`src/design/tgc_pkg.sv`:
```
// ----------------------------------------------------------------------------
// tgc_pkg
// Shared constants, types and helpers of the touch gesture classifier.
// ----------------------------------------------------------------------------
package tgc_pkg;

  localparam int unsigned MAX_SIDE   = 1024;
  localparam int unsigned RAW_LOW    = 200;
  localparam int unsigned RAW_HIGH   = 3800;
  localparam int unsigned RAW_SPAN   = RAW_HIGH - RAW_LOW;

  localparam int unsigned COORD_W    = 10;
  localparam int unsigned SIZE_W     = 11;
  localparam int unsigned RAW_W      = 12;
  localparam int unsigned TIME_W     = 32;
  localparam int unsigned KIND_W     = 3;
  localparam int unsigned CFG_IDX_W  = 3;
  localparam int unsigned CFG_DATA_W = 16;

  localparam int unsigned MUL_W      = 23;
  localparam int unsigned PROD_W     = 2 * MUL_W;
  localparam int unsigned RECIP_SH   = 34;
  localparam int unsigned Q_W        = 12;
  localparam logic [MUL_W-1:0] RECIP =
    MUL_W'(((64'd1 << RECIP_SH) + 64'(RAW_SPAN) - 64'd1) / 64'(RAW_SPAN));

  localparam logic [KIND_W-1:0] G_NONE  = 3'd0;
  localparam logic [KIND_W-1:0] G_LONG  = 3'd1;
  localparam logic [KIND_W-1:0] G_TAP   = 3'd2;
  localparam logic [KIND_W-1:0] G_RIGHT = 3'd3;
  localparam logic [KIND_W-1:0] G_LEFT  = 3'd4;
  localparam logic [KIND_W-1:0] G_DOWN  = 3'd5;
  localparam logic [KIND_W-1:0] G_UP    = 3'd6;

  localparam logic [CFG_IDX_W-1:0] CFG_TOUCH_EN = 3'd0;
  localparam logic [CFG_IDX_W-1:0] CFG_WIDTH    = 3'd1;
  localparam logic [CFG_IDX_W-1:0] CFG_HEIGHT   = 3'd2;
  localparam logic [CFG_IDX_W-1:0] CFG_LONG_MS  = 3'd3;
  localparam logic [CFG_IDX_W-1:0] CFG_TAP_RAD  = 3'd4;
  localparam logic [CFG_IDX_W-1:0] CFG_SWIPE    = 3'd5;

  typedef struct packed {
    logic [MUL_W-1:0] a;
    logic [MUL_W-1:0] b;
  } mul_op_t;

  function automatic logic [SIZE_W-1:0] eff_size(input logic [SIZE_W-1:0] s);
    logic [SIZE_W-1:0] r;
    r = s;
    if (s == '0) begin
      r = SIZE_W'(1);
    end else if (s > SIZE_W'(MAX_SIDE)) begin
      r = SIZE_W'(MAX_SIDE);
    end
    return r;
  endfunction

  function automatic logic [RAW_W-1:0] raw_offset(input logic [RAW_W-1:0] raw);
    logic [RAW_W-1:0] r;
    r = '0;
    if (raw > RAW_W'(RAW_LOW)) begin
      r = raw - RAW_W'(RAW_LOW);
    end
    return r;
  endfunction

endpackage

```
`src/design/tgc_mul.sv`:
```
// ----------------------------------------------------------------------------
// tgc_mul
// Shared unsigned multiplier with a registered product.
// ----------------------------------------------------------------------------
module tgc_mul
  import tgc_pkg::*;
(
  input  logic              clk_i,
  input  mul_op_t           op_i,
  output logic [PROD_W-1:0] prod_o
);

  logic [PROD_W-1:0] prod_q;

  always_ff @(posedge clk_i) begin
    prod_q <= PROD_W'(op_i.a) * PROD_W'(op_i.b);
  end

  assign prod_o = prod_q;

endmodule

```
`src/design/touch_gesture_classifier_unit.sv`:
```
// ----------------------------------------------------------------------------
// touch_gesture_classifier_unit
// Maps touch-panel samples to screen points and classifies each press
// on release as long press, tap, swipe or none.
// ----------------------------------------------------------------------------
// usage: one sample per slave transaction (tuser = pressed, tdata = raw_x,
// raw_y, time_ms). a release after a press gives one master transaction
// (tuser = gesture kind, tdata = start, end point and hold time); all other
// samples give nothing. registers are written through cfg_we_i/cfg_addr_i/
// cfg_wdata_i while the block is idle.
// all arithmetic runs through one shared 23x23 multiplier under a small
// sequencer. a pressed sample takes two products per axis (scale by screen
// size, then divide by 3600 through a reciprocal), a release takes dx^2,
// dy^2, radius^2 and classify, and an idle release starts no work.
// s_axis_tready is high only while the sequencer is idle.
// the result sits in an output register, so a new sample is accepted while
// it waits; a release that finds the register still full waits in the
// classify step until the receiver takes the earlier result.
// reset restores the config defaults, clears the press state and empties the output.
// ----------------------------------------------------------------------------
module touch_gesture_classifier_unit
  import tgc_pkg::*;
(
  input  logic                  clk_i,
  input  logic                  rst_ni,
  input  logic                  s_axis_tvalid,
  output logic                  s_axis_tready,
  input  logic [55:0]           s_axis_tdata,  // raw_x, raw_y, time_ms
  input  logic                  s_axis_tuser,  // pressed
  output logic                  m_axis_tvalid,
  input  logic                  m_axis_tready,
  output logic [71:0]           m_axis_tdata,  // start_x, start_y, end_x, end_y, hold_ms
  output logic [KIND_W-1:0]     m_axis_tuser,  // gesture_kind
  input  logic                  cfg_we_i,
  input  logic [CFG_IDX_W-1:0]  cfg_addr_i,
  input  logic [CFG_DATA_W-1:0] cfg_wdata_i
);

  localparam logic [3:0] ST_IDLE = 4'd0;
  localparam logic [3:0] ST_MX1  = 4'd1;
  localparam logic [3:0] ST_MX2  = 4'd2;
  localparam logic [3:0] ST_MY1  = 4'd3;
  localparam logic [3:0] ST_MY2  = 4'd4;
  localparam logic [3:0] ST_MCOM = 4'd5;
  localparam logic [3:0] ST_SQX  = 4'd6;
  localparam logic [3:0] ST_SQY  = 4'd7;
  localparam logic [3:0] ST_SQR  = 4'd8;
  localparam logic [3:0] ST_CLS  = 4'd9;

  logic [3:0] state_q, state_d;

  logic                en_q;
  logic [SIZE_W-1:0]   width_q, height_q;
  logic [15:0]         long_ms_q;
  logic [COORD_W-1:0]  tap_rad_q, swipe_q;

  logic                down_q;
  logic [COORD_W-1:0]  org_x_q, org_y_q, rec_x_q, rec_y_q;
  logic [TIME_W-1:0]   org_t_q;

  logic [RAW_W-1:0]    rx_q, ry_q;
  logic [TIME_W-1:0]   now_q;
  logic [COORD_W-1:0]  map_x_q;
  logic [TIME_W-1:0]   hold_q;
  logic [20:0]         sum_q;

  logic                out_valid_q;
  logic [KIND_W-1:0]   kind_q;
  logic [71:0]         out_data_q;

  mul_op_t             op;
  logic [PROD_W-1:0]   prod;

  logic                in_fire, touched, out_free;
  logic [SIZE_W-1:0]   w_eff, h_eff, size_sel;
  logic [Q_W-1:0]      q;
  logic [COORD_W-1:0]  q_clamp;
  logic [COORD_W:0]    dx, dy;
  logic [COORD_W-1:0]  ax, ay;
  logic [20:0]         rr;
  logic [KIND_W-1:0]   kind;

  tgc_mul u_mul (
    .clk_i  (clk_i),
    .op_i   (op),
    .prod_o (prod)
  );

  assign s_axis_tready = (state_q == ST_IDLE);
  assign in_fire       = s_axis_tvalid && s_axis_tready;
  assign touched       = s_axis_tuser && en_q;
  assign out_free      = !out_valid_q || m_axis_tready;

  assign w_eff    = eff_size(width_q);
  assign h_eff    = eff_size(height_q);
  // x quotient is clamped in ST_MY1, y quotient in ST_MCOM
  assign size_sel = (state_q == ST_MCOM) ? h_eff : w_eff;
  assign q        = prod[RECIP_SH +: Q_W];
  assign q_clamp  = (q >= Q_W'(size_sel)) ? COORD_W'(size_sel - SIZE_W'(1)) : q[COORD_W-1:0];

  assign dx = {1'b0, rec_x_q} - {1'b0, org_x_q};
  assign dy = {1'b0, rec_y_q} - {1'b0, org_y_q};
  assign ax = dx[COORD_W] ? COORD_W'(-dx) : dx[COORD_W-1:0];
  assign ay = dy[COORD_W] ? COORD_W'(-dy) : dy[COORD_W-1:0];
  assign rr = prod[20:0];

  always_comb begin
    op.a = '0;
    op.b = '0;
    unique case (state_q)
      ST_MX1: begin
        op.a = MUL_W'(raw_offset(rx_q));
        op.b = MUL_W'(w_eff);
      end
      ST_MY1: begin
        op.a = MUL_W'(raw_offset(ry_q));
        op.b = MUL_W'(h_eff);
      end
      ST_MX2, ST_MY2: begin
        op.a = prod[MUL_W-1:0];
        op.b = RECIP;
      end
      ST_SQX: begin
        op.a = MUL_W'(ax);
        op.b = MUL_W'(ax);
      end
      ST_SQY: begin
        op.a = MUL_W'(ay);
        op.b = MUL_W'(ay);
      end
      ST_SQR, ST_CLS: begin
        op.a = MUL_W'(tap_rad_q);
        op.b = MUL_W'(tap_rad_q);
      end
      default: begin
        op.a = '0;
        op.b = '0;
      end
    endcase
  end

  always_comb begin
    kind = G_NONE;
    priority if (hold_q > TIME_W'(long_ms_q)) begin
      kind = G_LONG;
    end else if (sum_q < rr) begin
      kind = G_TAP;
    end else if (ax > ay && ax > swipe_q) begin
      kind = dx[COORD_W] ? G_LEFT : G_RIGHT;
    end else if (ay > ax && ay > swipe_q) begin
      kind = dy[COORD_W] ? G_UP : G_DOWN;
    end
  end

  always_comb begin
    state_d = state_q;
    unique case (state_q)
      ST_IDLE: begin
        if (in_fire) begin
          if (touched) begin
            state_d = ST_MX1;
          end else if (down_q) begin
            state_d = ST_SQX;
          end
        end
      end
      ST_MX1:  state_d = ST_MX2;
      ST_MX2:  state_d = ST_MY1;
      ST_MY1:  state_d = ST_MY2;
      ST_MY2:  state_d = ST_MCOM;
      ST_MCOM: state_d = ST_IDLE;
      ST_SQX:  state_d = ST_SQY;
      ST_SQY:  state_d = ST_SQR;
      ST_SQR:  state_d = ST_CLS;
      ST_CLS: begin
        if (out_free) begin
          state_d = ST_IDLE;
        end
      end
      default: state_d = ST_IDLE;
    endcase
  end

  always_ff @(posedge clk_i or negedge rst_ni) begin
    if (!rst_ni) begin
      state_q     <= ST_IDLE;
      en_q        <= 1'b0;
      width_q     <= SIZE_W'(480);
      height_q    <= SIZE_W'(320);
      long_ms_q   <= 16'd3000;
      tap_rad_q   <= COORD_W'(20);
      swipe_q     <= COORD_W'(50);
      down_q      <= 1'b0;
      org_x_q     <= '0;
      org_y_q     <= '0;
      org_t_q     <= '0;
      rec_x_q     <= '0;
      rec_y_q     <= '0;
      out_valid_q <= 1'b0;
    end else begin
      state_q <= state_d;
      if (cfg_we_i) begin
        unique case (cfg_addr_i)
          CFG_TOUCH_EN: en_q      <= cfg_wdata_i[0];
          CFG_WIDTH:    width_q   <= cfg_wdata_i[SIZE_W-1:0];
          CFG_HEIGHT:   height_q  <= cfg_wdata_i[SIZE_W-1:0];
          CFG_LONG_MS:  long_ms_q <= cfg_wdata_i;
          CFG_TAP_RAD:  tap_rad_q <= cfg_wdata_i[COORD_W-1:0];
          CFG_SWIPE:    swipe_q   <= cfg_wdata_i[COORD_W-1:0];
          default: ;
        endcase
      end
      if (state_q == ST_MCOM) begin
        if (!down_q) begin
          org_x_q <= map_x_q;
          org_y_q <= q_clamp;
          org_t_q <= now_q;
        end
        down_q  <= 1'b1;
        rec_x_q <= map_x_q;
        rec_y_q <= q_clamp;
      end
      if (m_axis_tready) begin
        out_valid_q <= 1'b0;
      end
      if (state_q == ST_CLS && out_free) begin
        out_valid_q <= 1'b1;
        down_q      <= 1'b0;
      end
    end
  end

  always_ff @(posedge clk_i) begin
    if (in_fire) begin
      rx_q  <= s_axis_tdata[11:0];
      ry_q  <= s_axis_tdata[23:12];
      now_q <= s_axis_tdata[55:24];
    end
    if (state_q == ST_MY1) begin
      map_x_q <= q_clamp;
    end
    if (state_q == ST_SQX) begin
      hold_q <= now_q - org_t_q;
    end
    if (state_q == ST_SQY) begin
      sum_q <= 21'(prod[19:0]);
    end
    if (state_q == ST_SQR) begin
      sum_q <= sum_q + 21'(prod[19:0]);
    end
    if (state_q == ST_CLS && out_free) begin
      kind_q     <= kind;
      out_data_q <= {hold_q, rec_y_q, rec_x_q, org_y_q, org_x_q};
    end
  end

  assign m_axis_tvalid = out_valid_q;
  assign m_axis_tuser  = kind_q;
  assign m_axis_tdata  = out_data_q;

  a_touch_starts_map: assert property (@(posedge clk_i) disable iff (!rst_ni)
    in_fire && touched |=> state_q == ST_MX1)
    else $error("pressed sample did not start mapping");

  a_release_clears_down: assert property (@(posedge clk_i) disable iff (!rst_ni)
    state_q == ST_CLS && out_free |=> !down_q && out_valid_q)
    else $error("release did not load a result");

  a_kind_legal: assert property (@(posedge clk_i) disable iff (!rst_ni)
    m_axis_tvalid |-> m_axis_tuser <= G_UP)
    else $error("gesture kind out of range");

  a_idle_release_quiet: assert property (@(posedge clk_i) disable iff (!rst_ni)
    in_fire && !touched && !down_q |=> state_q == ST_IDLE)
    else $error("release without press started work");

endmodule

```
`config.mk`:
```
export PLATFORM = sky130hd
export DESIGN_NAME = touch_gesture_classifier_unit
export DESIGN_NICKNAME = d
export VERILOG_FILES = /design/src/design/tgc_pkg.sv /design/src/design/tgc_mul.sv /design/src/design/touch_gesture_classifier_unit.sv
export SDC_FILE = /design/constraint.sdc
export NUM_CORES = 1
export LEC_CHECK = 0
export BUFFER_PORTS_ARGS = -buffer_cell sky130_fd_sc_hd__buf_2
export CAP_MARGIN = 20
export CORE_MARGIN = 5
export CORE_UTILIZATION = 60
export CTS_CLUSTER_SIZE = 8
export DETAILED_ROUTE_END_ITERATION = 8
export GPL_TIMING_DRIVEN = 0
export MAX_ROUTING_LAYER = met4
export PLACE_DENSITY = 0.84
export SYNTH_ARGS = -nofsm -noshare
export SYNTH_HDL_FRONTEND = slang
export SYNTH_HIERARCHICAL = 1
export SYNTH_SLANG_ARGS = --single-unit
```
`constraint.sdc`:
```
create_clock -name clk_i -period 21.6 [get_ports clk_i]
set_clock_uncertainty 0.1 [all_clocks]
set_input_delay 3.24 -clock clk_i [delete_from_list [all_inputs] [get_ports clk_i]]
set_output_delay 3.24 -clock clk_i [all_outputs]
set_load 0.01 [all_outputs]
```
==> metrics.cfg <==
[run_status]
run_status=finished, final reports clean

[clocking]
htreeDepth=2
cts-buffers-inserted=51
tritoncts=done
cts.clk_slew.worst_paths_ps=50
cts_buffer_depth=3
skew_pair_late_insertion_delay_ps=570
ctsHoldBuffers=0
clk_root_buffer_cell=sky130_fd_sc_hd__clkbuf_16
post_cts_buffers=0
post_cts_resized=0
numClockSinks=366

[global_route]
initial_antenna_violation_count=6
grt_pass1_vias=29100
globalRouteTotalUtil=0.323
grt_first_pass_wirelength_um=163000
grt.overflow.total=0
grt_start_max_net_pins=95

[critical_path]
timing.critical_path.fanout_max=10
category_of_the_most_critical_setup_path=reg2reg
reg2reg_setup_slack_ps=9910
slowest_delay_ps=640
critical_path_buf_inv_count=5
start_kind=flip-flop
crit_path_end_kind=flip-flop
worst_path_max_delay_cell=sky130_fd_sc_hd__a2111oi_0
worst_ep_required_time_ps=21960
crit_arrival_ps=12050
cpMostUsedCell=sky130_fd_sc_hd__fa_1
cp_top_family=adder cells

[detailed_routing]
antenna_left=0
final_wirelength_um=104000
vias_per_cell=5.91
number_of_drc_violations_after_detailed_routing_iteration_0=3026
wl_per_cell_um=21.4
dr_total_vias=28700
route.top_layer_used=met4
route.met2.wl_um=46200
met3RoutedLength_um=12700
drt_pass1_iterations=6
m1WireLength_um=40400
post_detailed_route_drc_marker_count=0

[floorplanning]
dieWidth_um=257
fp-row-count=90
total_die_area_um2=66200
die-height_um=257
top_level_ports=158
start_util=0.607
fp.coreArea_um2=60500

[sta]
post-route-period-util=0.541
timing.final.setup_violations=0
tns_ps=0
timing.final.max_slew_violations=0
max_slew.worst_pin.slew_ps=1170
final-hold-violation-count=0
max_freq_mhz=85.6
max-slew-margin-rel=0.212
grt_setup_unrepaired=no
fin_crit_ps=11690

[hold_path]
holdCritPathClass=reg2reg

[synth]
synth_warnings=6
synth.avg_cell_area_um2=9.73
syn-instance-count=3771
syn-cell-area_um2=36700

[cells_and_area]
final_layout_size_suffix_gt1_frac=0.0831
multiInputGateArea_um2=23700
nNetsFinal=4875
n_fill_cell=4539
sequential_area_um2=9980
area_growth_syn_to_layout_pct=9.70

[job]
count_of_maximum_capacitance_violations=0

[placement]
buffer_ports.inserted=157
place.gp.congestion=1.03
dp_hpwl_um=82000

==> layout make-up <==
| class | instances | area share |
|---|---|---|
| Buffer | 148 | 0.0142 |
| Clock inverter | 3 | 0.00137 |
| Multi-Input combinational cell | 2617 | 0.590 |
| Clock buffer | 93 | 0.0356 |
| Tap cell | 782 | 0.0243 |
| Timing Repair Buffer | 168 | 0.0235 |
| Antenna cell | 4 | 0.000249 |
| Sequential cell | 366 | 0.248 |
| Inverter | 674 | 0.0629 |
==> placed cells by master, fill, tap and decap left out, drive strengths merged, types with 9 or more instances in the layout <==
cell,n
o21bai,14
xnor2,84
and2,255
nand4,25
nor2b,37
inv,675
edfxtp,194
buf,176
o21ai,146
mux2,62
or3,9
nand3,41
nor3,37
conb,35
a21o,45
dfstp,18
o211ai,10
a221oi,11
a211oi,18
nand2b,25
a21oi,131
ha,326
dfxtp,35
a222oi,10
fa,442
nor4,24
mux2i,17
o21a,26
and3,14
xor2,43
clkbuf,233
nand2,479
a31oi,16
nor2,119
o31ai,14
dfrtp,119
==> worst reg2reg max path, delay by kind of cell, from the launching register on <==
| kind | cells | cell delay (ps) |
|---|---|---|
| compound gates | 8 | 2830 |
| xor+xnor | 2 | 650 |
| fa+ha+maj | 10 | 4740 |
| buf+inv | 5 | 1120 |
| flops | 1 | 440 |
| simple gates | 8 | 1700 |
==> worst paths after layout <==
check                                start               end  depth (start not counted)
worst max-delay path            org_y_q[0]  u_mul/prod_o[42]                         33
worst min-delay path            org_x_q[6]   m_axis_tdata[6]                          0
worst max register to register  org_y_q[0]  u_mul/prod_o[42]                         33
worst min register to register  org_x_q[6]   m_axis_tdata[6]                          0
max in group asynchronous           rst_ni       org_t_q[30]                          2
min in group asynchronous           rst_ni        rec_y_q[4]                          1
==> metal layers <==
metal,GRT usage,vias to the layer above
li1,-,12700
met1,0.428,14200
met2,0.482,1611
met3,0.0916,251
met4,0.112,0
met5,-,-
==> flip-flops by register name, summed over array words and instances (netlist names), 11 cells and up <==
signal        flops
u_mul/prod_o     35
m_axis_tdata     72
sum_q            21
width_q          11
long_ms_q        16
org_t_q          32
hold_q           32
height_q         11
ry_q             12
now_q            32
rx_q             12
==> through the flow <==
stage	instance area [um2]	hold slack, ps	setup WS, ps	std cells	utilization
final	40200	340	9910	4855	0.666
after global routing	40200	358	9560	4855	0.666
after CTS	40200	345	10250	4849	0.665
after detailed placement	38700	335	10320	4753	0.641
after global placement	38600	330	10120	4744	0.638
after floorplan	36800	325	12640	3805	-
Power is not shown: default switching activity piles up to over one toggle a cycle in this logic, so the estimate is an artifact.
